### src/rtl/i2cm_pkg.sv
// ----------------------------------------------------------------------------
// i2cm_pkg
// Shared types and constants for the I2C master byte engine.
// ----------------------------------------------------------------------------
package i2cm_pkg;

  // Operation codes on the operation field
  typedef enum logic [2:0] {
    OP_NONE  = 3'd0,
    OP_START = 3'd1,
    OP_STOP  = 3'd2,
    OP_WRITE = 3'd3,
    OP_READ  = 3'd4
  } op_e;

  // Running sequence, one-hot
  typedef enum logic [4:0] {
    SEQ_IDLE  = 5'b00001,
    SEQ_START = 5'b00010,
    SEQ_STOP  = 5'b00100,
    SEQ_WRITE = 5'b01000,
    SEQ_READ  = 5'b10000
  } seq_e;

  // Phase steps within a sequence
  localparam logic [2:0] PH0 = 3'd0;
  localparam logic [2:0] PH1 = 3'd1;
  localparam logic [2:0] PH2 = 3'd2;
  localparam logic [2:0] PH3 = 3'd3;
  localparam logic [2:0] PH4 = 3'd4;
  localparam logic [2:0] PH5 = 3'd5;

  localparam logic [3:0] BITS_PER_BYTE = 4'd8;

  typedef struct packed {
    seq_e       seq;
    logic [2:0] phase;
    logic [3:0] bit_count;
    logic [7:0] shift_reg;
    logic       scl_level;
    logic       sda_level;
    logic       ack_flag;
    logic       ack_to_send;
    logic [7:0] last_read;
  } state_t;

  localparam state_t STATE_RST = '{
    seq:         SEQ_IDLE,
    phase:       PH0,
    bit_count:   4'd0,
    shift_reg:   8'd0,
    scl_level:   1'b1,
    sda_level:   1'b1,
    ack_flag:    1'b0,
    ack_to_send: 1'b0,
    last_read:   8'd0
  };

  typedef struct packed {
    logic       scl_out;
    logic       sda_out;
    logic       busy_res;
    logic       done_res;
    logic [7:0] read_data;
    logic       ack_received;
  } res_t;

endpackage

### src/rtl/i2c_master_byte_engine.sv
// An accepted item passes the input register, then the result register, where
// its result is held until it is taken.
// Throughput: one item per cycle while the output is not stalled; one result per item.
// The sequencer state advances once per item, between the input and
// result registers.
// Reset: idle, SCL and SDA released high, read byte and ACK flag cleared,
// both pipeline stages empty.
// ----------------------------------------------------------------------------
// i2c_master_byte_engine
// Step-driven I2C master sequencer for start, stop, byte write and byte read.
// ----------------------------------------------------------------------------
module i2c_master_byte_engine (
  input  logic       clk_i,
  input  logic       rst_ni,
  input  logic       in_valid_i,
  output logic       in_stall_o,
  input  logic [2:0] operation_i,
  input  logic [7:0] write_byte_i,
  input  logic       send_ack_i,
  input  logic       sda_in_i,
  output logic       out_valid_o,
  input  logic       out_stall_i,
  output logic       scl_out_o,
  output logic       sda_out_o,
  output logic       busy_res_o,
  output logic       done_res_o,
  output logic [7:0] read_data_o,
  output logic       ack_received_o
);
  import i2cm_pkg::*;

  logic       in_vld_q;
  logic [2:0] op_q;
  logic [7:0] wbyte_q;
  logic       sack_q;
  logic       sda_q;

  state_t state_q, state_d;
  res_t   res_q, res_d;
  logic   out_vld_q;

  logic   out_free;
  logic   advance;

  assign out_free   = !out_vld_q || !out_stall_i;
  assign advance    = in_vld_q && out_free;
  assign in_stall_o = in_vld_q && !out_free;

  i2cm_step u_step (
    .cur_i        (state_q),
    .operation_i  (op_q),
    .write_byte_i (wbyte_q),
    .send_ack_i   (sack_q),
    .sda_in_i     (sda_q),
    .nxt_o        (state_d),
    .res_o        (res_d)
  );

  // Input register
  always_ff @(posedge clk_i or negedge rst_ni) begin
    if (!rst_ni) begin
      in_vld_q <= 1'b0;
    end else if (!in_stall_o) begin
      in_vld_q <= in_valid_i;
    end
  end

  always_ff @(posedge clk_i) begin
    if (!in_stall_o && in_valid_i) begin
      op_q    <= operation_i;
      wbyte_q <= write_byte_i;
      sack_q  <= send_ack_i;
      sda_q   <= sda_in_i;
    end
  end

  // Sequencer state and result register
  always_ff @(posedge clk_i or negedge rst_ni) begin
    if (!rst_ni) begin
      state_q   <= STATE_RST;
      out_vld_q <= 1'b0;
    end else begin
      if (advance) begin
        state_q   <= state_d;
        out_vld_q <= 1'b1;
      end else if (!out_stall_i) begin
        out_vld_q <= 1'b0;
      end
    end
  end

  always_ff @(posedge clk_i) begin
    if (advance) begin
      res_q <= res_d;
    end
  end

  assign out_valid_o    = out_vld_q;
  assign scl_out_o      = res_q.scl_out;
  assign sda_out_o      = res_q.sda_out;
  assign busy_res_o     = res_q.busy_res;
  assign done_res_o     = res_q.done_res;
  assign read_data_o    = res_q.read_data;
  assign ack_received_o = res_q.ack_received;

endmodule

### src/rtl/i2cm_step.sv
// ----------------------------------------------------------------------------
// i2cm_step
// One bus timing step: next sequencer state and the line result.
// ----------------------------------------------------------------------------
module i2cm_step (
  input  i2cm_pkg::state_t cur_i,
  input  logic [2:0]       operation_i,
  input  logic [7:0]       write_byte_i,
  input  logic             send_ack_i,
  input  logic             sda_in_i,
  output i2cm_pkg::state_t nxt_o,
  output i2cm_pkg::res_t   res_o
);
  import i2cm_pkg::*;

  state_t     s;
  logic       done;
  logic [3:0] bc_inc;

  always_comb begin
    s      = cur_i;
    done   = 1'b0;
    bc_inc = 4'd0;

    // A new operation is taken only while idle
    if (s.seq == SEQ_IDLE) begin
      case (operation_i)
        OP_START: begin
          s.seq = SEQ_START; s.phase = PH0; s.bit_count = 4'd0;
        end
        OP_STOP: begin
          s.seq = SEQ_STOP; s.phase = PH0; s.bit_count = 4'd0;
        end
        OP_WRITE: begin
          s.seq = SEQ_WRITE; s.phase = PH0; s.bit_count = 4'd0;
          s.shift_reg = write_byte_i;
        end
        OP_READ: begin
          s.seq = SEQ_READ; s.phase = PH0; s.bit_count = 4'd0;
          s.shift_reg = 8'd0; s.ack_to_send = send_ack_i;
        end
        default: ;
      endcase
    end

    bc_inc = 4'(s.bit_count + 4'd1);

    case (s.seq)
      SEQ_START: begin
        case (s.phase)
          PH0: s.scl_level = 1'b0;
          PH1: s.sda_level = 1'b1;
          PH2: s.scl_level = 1'b1;
          PH3: s.sda_level = 1'b0;
          PH4: s.scl_level = 1'b0;
          PH5: begin s.sda_level = 1'b1; done = 1'b1; end
          default: done = 1'b1;
        endcase
        if (!done) s.phase = 3'(s.phase + 3'd1);
      end
      SEQ_STOP: begin
        case (s.phase)
          PH0: s.scl_level = 1'b0;
          PH1: s.sda_level = 1'b0;
          PH2: s.scl_level = 1'b1;
          PH3: begin s.sda_level = 1'b1; s.scl_level = 1'b1; done = 1'b1; end
          default: done = 1'b1;
        endcase
        if (!done) s.phase = 3'(s.phase + 3'd1);
      end
      SEQ_WRITE: begin
        case (s.phase)
          PH0: begin s.sda_level = s.shift_reg[7]; s.phase = PH1; end
          PH1: begin s.scl_level = 1'b1; s.phase = PH2; end
          PH2: begin
            s.scl_level = 1'b0;
            s.shift_reg = {s.shift_reg[6:0], 1'b0};
            s.bit_count = bc_inc;
            s.phase     = (bc_inc >= BITS_PER_BYTE) ? PH3 : PH0;
          end
          PH3: begin s.sda_level = 1'b1; s.phase = PH4; end
          PH4: begin s.scl_level = 1'b1; s.phase = PH5; end
          // ACK when the slave holds SDA low
          PH5: begin s.ack_flag = ~sda_in_i; s.scl_level = 1'b0; done = 1'b1; end
          default: done = 1'b1;
        endcase
      end
      SEQ_READ: begin
        case (s.phase)
          PH0: begin s.sda_level = 1'b1; s.scl_level = 1'b1; s.phase = PH1; end
          PH1: begin
            s.shift_reg = {s.shift_reg[6:0], sda_in_i};
            s.scl_level = 1'b0;
            s.bit_count = bc_inc;
            s.phase     = (bc_inc >= BITS_PER_BYTE) ? PH2 : PH0;
          end
          PH2: begin s.sda_level = ~s.ack_to_send; s.phase = PH3; end
          PH3: begin s.scl_level = 1'b1; s.phase = PH4; end
          PH4: begin s.scl_level = 1'b0; s.phase = PH5; end
          PH5: begin s.sda_level = 1'b1; s.last_read = s.shift_reg; done = 1'b1; end
          default: done = 1'b1;
        endcase
      end
      default: s.seq = SEQ_IDLE;
    endcase

    if (done) begin
      s.seq       = SEQ_IDLE;
      s.phase     = PH0;
      s.bit_count = 4'd0;
    end
  end

  assign nxt_o              = s;
  assign res_o.scl_out      = s.scl_level;
  assign res_o.sda_out      = s.sda_level;
  assign res_o.busy_res     = (s.seq != SEQ_IDLE);
  assign res_o.done_res     = done;
  assign res_o.read_data    = s.last_read;
  assign res_o.ack_received = s.ack_flag;

endmodule

### config.mk
export PLATFORM = sky130hd
export DESIGN_NAME = i2c_master_byte_engine
export DESIGN_NICKNAME = d
export VERILOG_FILES = /design/src/rtl/i2cm_pkg.sv /design/src/rtl/i2c_master_byte_engine.sv /design/src/rtl/i2cm_step.sv
export SDC_FILE = /design/constraint.sdc
export NUM_CORES = 1
export LEC_CHECK = 0
export BUFFER_PORTS_ARGS = -buffer_cell sky130_fd_sc_hd__buf_4
export CORE_ASPECT_RATIO = 0.5
export CORE_MARGIN = 5
export CORE_UTILIZATION = 40
export DETAILED_ROUTE_END_ITERATION = 10
export GPL_ROUTABILITY_DRIVEN = 1
export GPL_TIMING_DRIVEN = 0
export SLEW_MARGIN = 20
export SYNTH_ARGS = -nofsm -noshare
export SYNTH_HDL_FRONTEND = slang
export SYNTH_HIERARCHICAL = 1
export SYNTH_SLANG_ARGS = --single-unit
export TNS_END_PERCENT = 20
### constraint.sdc
create_clock -name clk_i -period 8.1 [get_ports clk_i]
set_clock_uncertainty 0.05 [all_clocks]
set_input_delay 1.62 -clock clk_i [delete_from_list [all_inputs] [get_ports clk_i]]
set_output_delay 1.62 -clock clk_i [all_outputs]
set_load 0.01 [all_outputs]
# Word-level counts from Yosys, hierarchy flattened

Cells that the tools add are included.

Add/sub/neg operators: 2
Multiplexer cells: 37
Reduce and logical (&&, ||, !) cells: 20
Eq/ne operators: 16
Order comparisons: 1
Bitwise logic cells: 2

Operators with widths:

| operator           | count |
|---|---|
| $pmux 12 s4        | 1 |
| $mux 12            | 3 |
| $pmux 3 s5         | 2 |
| $pmux 12 s2        | 1 |
| $mux 20            | 1 |
| $mux 8             | 2 |
| $pmux 1 s2         | 8 |
| $pmux 8 s2         | 1 |
| $reduce_or 2->1    | 8 |
| $eq 3x2->1 const B | 4 |
| $pmux 3 s4         | 1 |
| $mux 1             | 10 |
| $eq 3x3->1 const B | 3 |
| $pmux 2 s4         | 1 |
| $eq 3x1->1 const B | 2 |
| $mux 3             | 2 |
| $eq 5x1->1 const B | 1 |
| $eq 5x2->1 const B | 1 |
| $eq 5x3->1 const B | 1 |
| $eq 5x4->1 const B | 1 |
| $eq 5x5->1 const B | 1 |
| $mux 5             | 1 |
| $ne 5x1->1 const B | 1 |
| $reduce_or 5->1    | 1 |
| other kinds (13)   | 20 |

Flip-flop bits (word level): 60
Output and inout port bits: 15
Input bits: 17

# Logic depth before layout (Yosys ltp)

Gate-level depths: netlist (run 1).

Depth after elaboration: 11
Gate-level depth with buffers: 14
Depth with buffers taken out: 12

# Cells and area by module

The synthesis (run 1) kept the hierarchy.

By module, submodules not included:

| module                 | instances | cells an instance | area each (sq um) |
|---|---|---|---|
| i2c_master_byte_engine | 1         | 101               | 2077.0 |
| i2cm_step              | 1         | 217               | 1407.6 |

# Worst setup path after synthesis (run 1)

OpenSTA, ideal clock, no wires.

Path kind: reg-to-reg
Start: register state_q[27] in the netlist's numbering
End: register state_q[23] in the netlist's numbering
Arrival time: 3.563 ns
Path slack: 4.422 ns
Cell stages (with the launch flop): 12
Path buffers: 2
Data required time: 7.985 ns
Clock period less this slack: 3.678 ns
Path through: dfstp_2 or4b_4 or4_1 buf_2 and2_1 inv_1 ha_1 clkbuf_1 a22oi_1 or4_1 a211oi_1 mux2_2

RTL lines:

| element                  | line                         | RTL |
|---|---|---|
| start: declaration       | i2c_master_byte_engine.sv:38 | `state_t state_q, state_d;` |
| start signal: assignment | i2c_master_byte_engine.sv:84 | `state_q <= state_d;` |

==> results.py, run 1 <==
metrics = {
    "final_layout": {
        "area_delta_synth_final_pct": 20.4,
        "fin_nets": 384,
        "final_common_cell": "buf_4",
        "utilization_pct": 48.8,
        "final_cell_mix": "buf_4, mux2_2, dfrtp_1",
        "drive_above_1_share_pct": 30.1,
        "diodes": 0,
    },
    "clock_tree": {
        "clk_pin_slew_ns": 0.05,
        "worstSkewPairLatency_ns": 0.33,
        "numClockSinks": 60,
        "cts_hold_buf": 0,
        "htree_levels": 3,
        "cts_max_path_buffers": 2,
        "cts_buffers": 9,
        "tritoncts": "yes",
        "root_buffer": "clkbuf_16",
        "cts_setup_buffers": 0,
        "cts_resized": 0,
    },
    "placement": {
        "hpwl_mm": 5.85,
        "placement.io_buffers": 31,
        "gp_congestion": 0.837,
    },
    "route": {
        "routed_via_density": 5.72,
        "first_pass_iters": 5,
        "wl_per_cell_um": 17.1,
        "drc": 0,
        "vias": 2764,
        "drt_wl_total_mm": 8.24,
        "drt_iter0_markers": 243,
        "drtAntennaViolNets": 0,
    },
    "critical_path": {
        "cp_max_fo": 10,
        "timing_worst_setup_path_type": "register to register",
        "critPathLaunch": "state_q[27]$_DFFE_PN1P_",
        "r2r_end": "state_q[12]$_DFFE_PN0P_",
        "ff2ff_path_depth": 11,
        "crit_end": "state_q[12]$_DFFE_PN0P_",
        "worstSetupStartpointType": "register",
        "r2r_slack_ns": 3.74,
        "cp_data_required_time_ns": 8.26,
        "cp-end-kind": "register",
        "cp.arrival_ns": 4.52,
        "reg2reg_from": "state_q[27]$_DFFE_PN1P_",
    },
    "synth": {
        "syn-num-nets": 341,
        "synth.avg_cell_area_um2": 11.0,
        "synth_ff_type": "dfrtp_1",
        "yosysUniqueCellTypes": 65,
        "netlist_area_um2": 3480,
        "synth_cells": 318,
        "ys_warn_count": 6,
        "synth-seq-area-share_pct": 46.9,
        "synth_edf_count": 26,
        "async_reset_ff_share_pct": 56.7,
        "ys_ff_latch": 60,
    },
    "timing": {
        "setup_violations": 0,
        "fmax_ghz": 0.229,
        "period_share_pct": 53.8,
        "grt_setup_unrepaired": "false",
        "slew_violations": 0,
        "worst_pin_slew_ns": 0.987,
        "fin_crit_ns": 4.36,
        "hold_violations": 0,
        "relSlewSlack_pct": 34.0,
        "finalSetupTns_ns": 0,
    },
    "global_routing": {
        "gr-total-overflow": 0,
        "antenna_found_initial": 0,
        "grt_pass1_vias": 2694,
        "grt_max_degree": 35,
        "grt_pass1_wl_mm": 13.5,
        "grt.total_usage_pct": 15.8,
    },
    "flow_run": {
        "maxCapViolations": 0,
    },
    "floorplan": {
        "die_area_um2": 10800,
        "core_um2": 8590,
        "die_x_um": 142,
        "fp.dieH_um": 76,
        "placement_rows": 24,
        "floorplan.initialDensity_pct": 40.6,
        "ios": 32,
    },
    "run_status": {
        "status": "finished clean",
    },
    "pwr": {
        "vdd_drop_max_uv": 128,
        "leakagePower_nw": 1.75,
        "power_density_nw_per_um2": 280,
    },
    "hold_path": {
        "hp-class": "register to register",
    },
}
[power by group]
part / internal [mW] / switching, mW
Clock: 0.277 / 0.136
Sequential: 0.375 / 0.0314
Combinational: 0.154 / 0.202
Total: 0.805 / 0.369
[sequential cells by signal, summed over array words and instances, names as in the netlist]
name	cells
ack_received_o	1
busy_res_o	1
done_res_o	1
in_vld_q	1
op_q	3
out_valid_o	1
read_data_o	8
sack_q	1
scl_out_o	1
sda_out_o	1
sda_q	1
state_q	32
wbyte_q	8
[area by class of cell]
type | count | area (um2)
clock inverters | 6 | 86.3
plain buffers | 28 | 183
inverters | 13 | 48.8
well taps | 117 | 146
repair buffers | 32 | 238
multi-input cells | 217 | 1620
clock buffers | 10 | 239
fillers | 802 | 4390
flip-flops and latches | 60 | 1640
[per-layer routing]
metal	up-vias	track usage [%]	share of wire, %
met3	20	5.52	5.5
met4	0	7.85	2.5
met1	1359	19.8	46
met5	-	0	0
met2	84	24.3	46
li1	1301	-	-
[worst max-delay path: stages (launching register included)]
cell	delay, ns
dfstp_2	0.61
or4b_4	0.52
or4_1	0.53
buf_2	0.21
and2_1	0.23
inv_1	0.11
ha_1	0.19
clkbuf_1	0.38
a22oi_1	0.34
nor2_2	0.58
o21ai_0	0.19
mux2_2	0.28
[Yosys cell counts (2+ instances only)]
library cell / number / area (um2)
o31ai_1: 2 / 15.0
buf_4: 12 / 90.1
o221ai_1: 3 / 26.3
mux2i_1: 8 / 80.1
nor2_1: 12 / 45.0
clkbuf_1: 8 / 30.0
or3_1: 3 / 18.8
ha_1: 6 / 75.1
buf_6: 4 / 45.0
edfxtp_1: 26 / 781
dfstp_2: 3 / 78.8
inv_1: 13 / 48.8
o311ai_0: 4 / 35.0
buf_1: 2 / 7.51
dfrtp_1: 31 / 776
nor3_1: 5 / 25.0
o21ai_0: 18 / 90.1
nor4b_1: 2 / 17.5
a31oi_1: 3 / 18.8
nand3_1: 13 / 65.1
and2_1: 6 / 37.5
buf_2: 2 / 10.0
nor2b_1: 2 / 12.5
nand2b_1: 2 / 12.5
mux2_2: 32 / 360
o221a_2: 2 / 22.5
a21oi_1: 13 / 65.1
a211oi_1: 3 / 22.5
o22a_1: 2 / 17.5
nor3b_1: 2 / 15.0
nand2_1: 21 / 78.8
a21o_1: 2 / 15.0
nand3b_1: 2 / 15.0
nand4_1: 4 / 25.0
a22oi_1: 11 / 82.6
and3_1: 2 / 12.5
a41o_1: 3 / 30.0
or4_1: 2 / 15.0
[through the flow]
step / setup WS (ns) / hold WS [ns] / instance area [um2] / power (mW) / cells
floorplan: 4.42 / 0.402 / 3480 / 0.660 / 318
finish: 3.74 / 0.442 / 4200 / 1.17 / 483
detailed placement: 3.81 / 0.439 / 3860 / 0.762 / 466
global route: 3.54 / 0.454 / 4200 / 1.24 / 483
global placement: 3.89 / 0.410 / 3860 / 0.754 / 466
CTS: 3.82 / 0.452 / 4190 / 1.18 / 482
[how the worst min path moves through the flow]
stage / start / cells past startpoint / endpoint / slack (ns)
after global routing: state_q[29]$_DFFE_PN0P_ / 1 / state_q[29]$_DFFE_PN0P_ / 0.45
after detailed placement: in_vld_q$_DFFE_PN0N_ / 1 / out_valid_o$_DFFE_PN0P_ / 0.44
after global placement: in_vld_q$_DFFE_PN0N_ / 1 / out_valid_o$_DFFE_PN0P_ / 0.41
final: in_vld_q$_DFFE_PN0N_ / 1 / out_valid_o$_DFFE_PN0P_ / 0.44
after CTS: state_q[29]$_DFFE_PN0P_ / 1 / state_q[29]$_DFFE_PN0P_ / 0.45
after floorplan: in_vld_q$_DFFE_PN0N_ / 1 / out_valid_o$_DFFE_PN0P_ / 0.40
[cells by family (layout without fill, tap and decap cells)]
logic type               after synthesis  after routing  synth area share [%]
multiplexers                          41             41                  13.0
XOR/XNOR                               1              1                 0.251
AND/OR/NAND/NOR                       86             86                  13.5
buffers and inverters                 41             89                  6.64
AO/OA/AOI/OAI                         83             83                  17.5
adder cells (fa/ha/maj)                6              6                  2.15
flip-flops                            60             60                  46.9
No activity file was read; power rests on OpenSTA's default activity.
==> run 2, diff against run 1 <==
clock period = 4.2 ns   (was 8.1 ns; I/O delays follow)
==> run 2 against run 1 <==
Compared with the run above:
- total power rose by 94%
- critical path type unchanged
- largest power group unchanged
- worst hold slack got worse by 0.0081 ns
- highest routed layer unchanged
- maximum frequency rose by 9.2%
- global-route usage barely moved
- cell area grew 0.63%
- die area unchanged
- clock-buffer cell count did not move
- flip-flop and latch count is the same
- non-clock buffer count is 1 higher
==> results.py, run 2 (synthesized netlist as in run 1, its figures left out) <==
metrics = {
    "floorplan": {
        "die_x_um": 142,
        "die_area_um2": 10800,
        "ios": 32,
        "floorplan.initialDensity_pct": 40.6,
        "fp.dieH_um": 76,
        "placement_rows": 24,
        "core_um2": 8590,
    },
    "critical_path": {
        "cp.arrival_ns": 4.21,
        "ff2ff_path_depth": 13,
        "worstSetupStartpointType": "register",
        "cp-end-kind": "register",
        "r2r_end": "state_q[26]$_DFFE_PN0P_",
        "r2r_slack_ns": 0.21,
        "critPathLaunch": "state_q[27]$_DFFE_PN1P_",
        "timing_worst_setup_path_type": "register to register",
        "crit_end": "state_q[26]$_DFFE_PN0P_",
        "cp_data_required_time_ns": 4.42,
        "reg2reg_from": "state_q[27]$_DFFE_PN1P_",
        "cp_max_fo": 10,
    },
    "timing": {
        "finalWorstSetupSlack_ns": 0.209,
        "fin_crit_ns": 3.99,
        "slew_violations": 0,
        "finalSetupTns_ns": 0,
        "fmax_ghz": 0.251,
        "setup_violations": 0,
        "grt_setup_unrepaired": "false",
        "period_share_pct": 95.0,
        "whs_ns": 0.434,
        "relSlewSlack_pct": 36.8,
        "hold_violations": 0,
        "worst_pin_slew_ns": 0.946,
    },
    "final_layout": {
        "stdcell_count": 484,
        "fin_nets": 385,
        "regMostFlops": "state_q",
        "fin_area_um2": 4220,
        "final_common_cell": "buf_4",
        "diodes": 0,
        "nFillCells": 800,
        "drive_above_1_share_pct": 31.3,
        "final_cell_mix": "buf_4, mux2_2, dfrtp_1",
        "area_delta_synth_final_pct": 21.1,
        "largest_reg_flops": 32,
    },
    "global_routing": {
        "grt_max_degree": 35,
        "grt.total_usage_pct": 15.8,
        "gr-total-overflow": 0,
        "grt_pass1_wl_mm": 13.5,
        "grt_pass1_vias": 2694,
        "antenna_found_initial": 0,
    },
    "clock_tree": {
        "cts_max_path_buffers": 2,
        "worstSkewPairLatency_ns": 0.33,
        "clk_pin_slew_ns": 0.06,
        "tritoncts": "yes",
        "numClockSinks": 60,
        "root_buffer": "clkbuf_16",
        "htree_levels": 3,
        "cts_buffers": 9,
    },
    "pwr": {
        "leakagePower_nw": 1.76,
        "vdd_drop_max_uv": 246,
        "power_density_nw_per_um2": 539,
    },
    "route": {
        "first_pass_iters": 7,
        "drtAntennaViolNets": 0,
        "vias": 2781,
        "drt_wl_total_mm": 8.27,
        "drc": 0,
        "routed_via_density": 5.75,
        "wl_per_cell_um": 17.1,
        "drt_iter0_markers": 217,
    },
    "placement": {
        "gp_congestion": 0.837,
        "place_inst": 466,
        "placed_area_um2": 3860,
        "placement.io_buffers": 31,
        "post-place-ws_ns": -0.0922,
        "hpwl_mm": 5.85,
    },
    "run_status": {
        "status": "finished clean",
    },
    "hold_path": {
        "hp-class": "primary input to async pin",
    },
    "flow_run": {
        "maxCapViolations": 0,
    },
}
-- run 2: power by group --
part / internal, mW / total [mW] / switching (mW)
clock network: 0.535 / 0.796 / 0.261
logic: 0.300 / 0.695 / 0.395
registers: 0.722 / 0.783 / 0.0606
-- run 2: stage by stage --
stage | total power, mW | utilization (%)
6_report | 2.27 | 49.2
5_1_grt | 2.40 | 49.2
4_1_cts | 2.28 | 48.8
3_5_place_dp | 1.47 | 45.0
3_3_place_gp | 1.46 | 45.0
2_1_floorplan | 1.27 | -
-- run 2: worst max-delay path, cell delays in order, from the launching register on --
cell and delay, ns:
dfstp_2 0.61, or4b_4 0.52, or4_1 0.53, buf_2 0.21, nand2_1 0.22, inv_1 0.10, ha_1 0.23, clkbuf_2 0.22
o311ai_1 0.34, nand3_1 0.22, buf_4 0.21, a41o_1 0.18, a21oi_1 0.14, mux2_2 0.16
-- run 2: worst min path at each step --
| stage | endpoint | slack (ns) | cells past startpoint |
|---|---|---|---|
| 2_1_floorplan | out_valid_o$_DFFE_PN0P_ | 0.40 | 1 |
| 3_3_place_gp | out_valid_o$_DFFE_PN0P_ | 0.41 | 1 |
| 3_5_place_dp | out_valid_o$_DFFE_PN0P_ | 0.44 | 1 |
| 4_1_cts | state_q[25]$_DFFE_PN0P_ | 0.43 | 1 |
| 5_1_grt | state_q[29]$_DFFE_PN0P_ | 0.45 | 1 |
| 6_report | state_q[17]$_DFFE_PN0P_ | 0.43 | 1 |
-- run 2: routing by layer --
layer | vias up | wire length, um | global-route usage, %
li1 | 1296 | - | -
met1 | 1366 | 3770 | 19.8
met2 | 95 | 3770 | 24.3
met3 | 24 | 489 | 5.52
met4 | 0 | 244 | 7.85
met5 | - | 0 | 0
-- run 2: area by class of cell --
class	instances	area, um2	share of cell area, %
multi-input cells	217	1640	38.8
flip-flops and latches	60	1640	38.7
repair buffers	33	245	5.81
clock buffers	10	239	5.66
plain buffers	28	184	4.36
well taps	117	146	3.47
clock inverters	6	86.3	2.05
inverters	13	48.8	1.16
-- run 2: what timing repair did --
action | 4_1_cts | 5_1_grt
endpoints found under the setup margin | 11 | 36
pin swaps | 0 | 1
setup buffers | 0 | 1
hold buffers | 0 | 0
gates resized for setup | 1 | 6
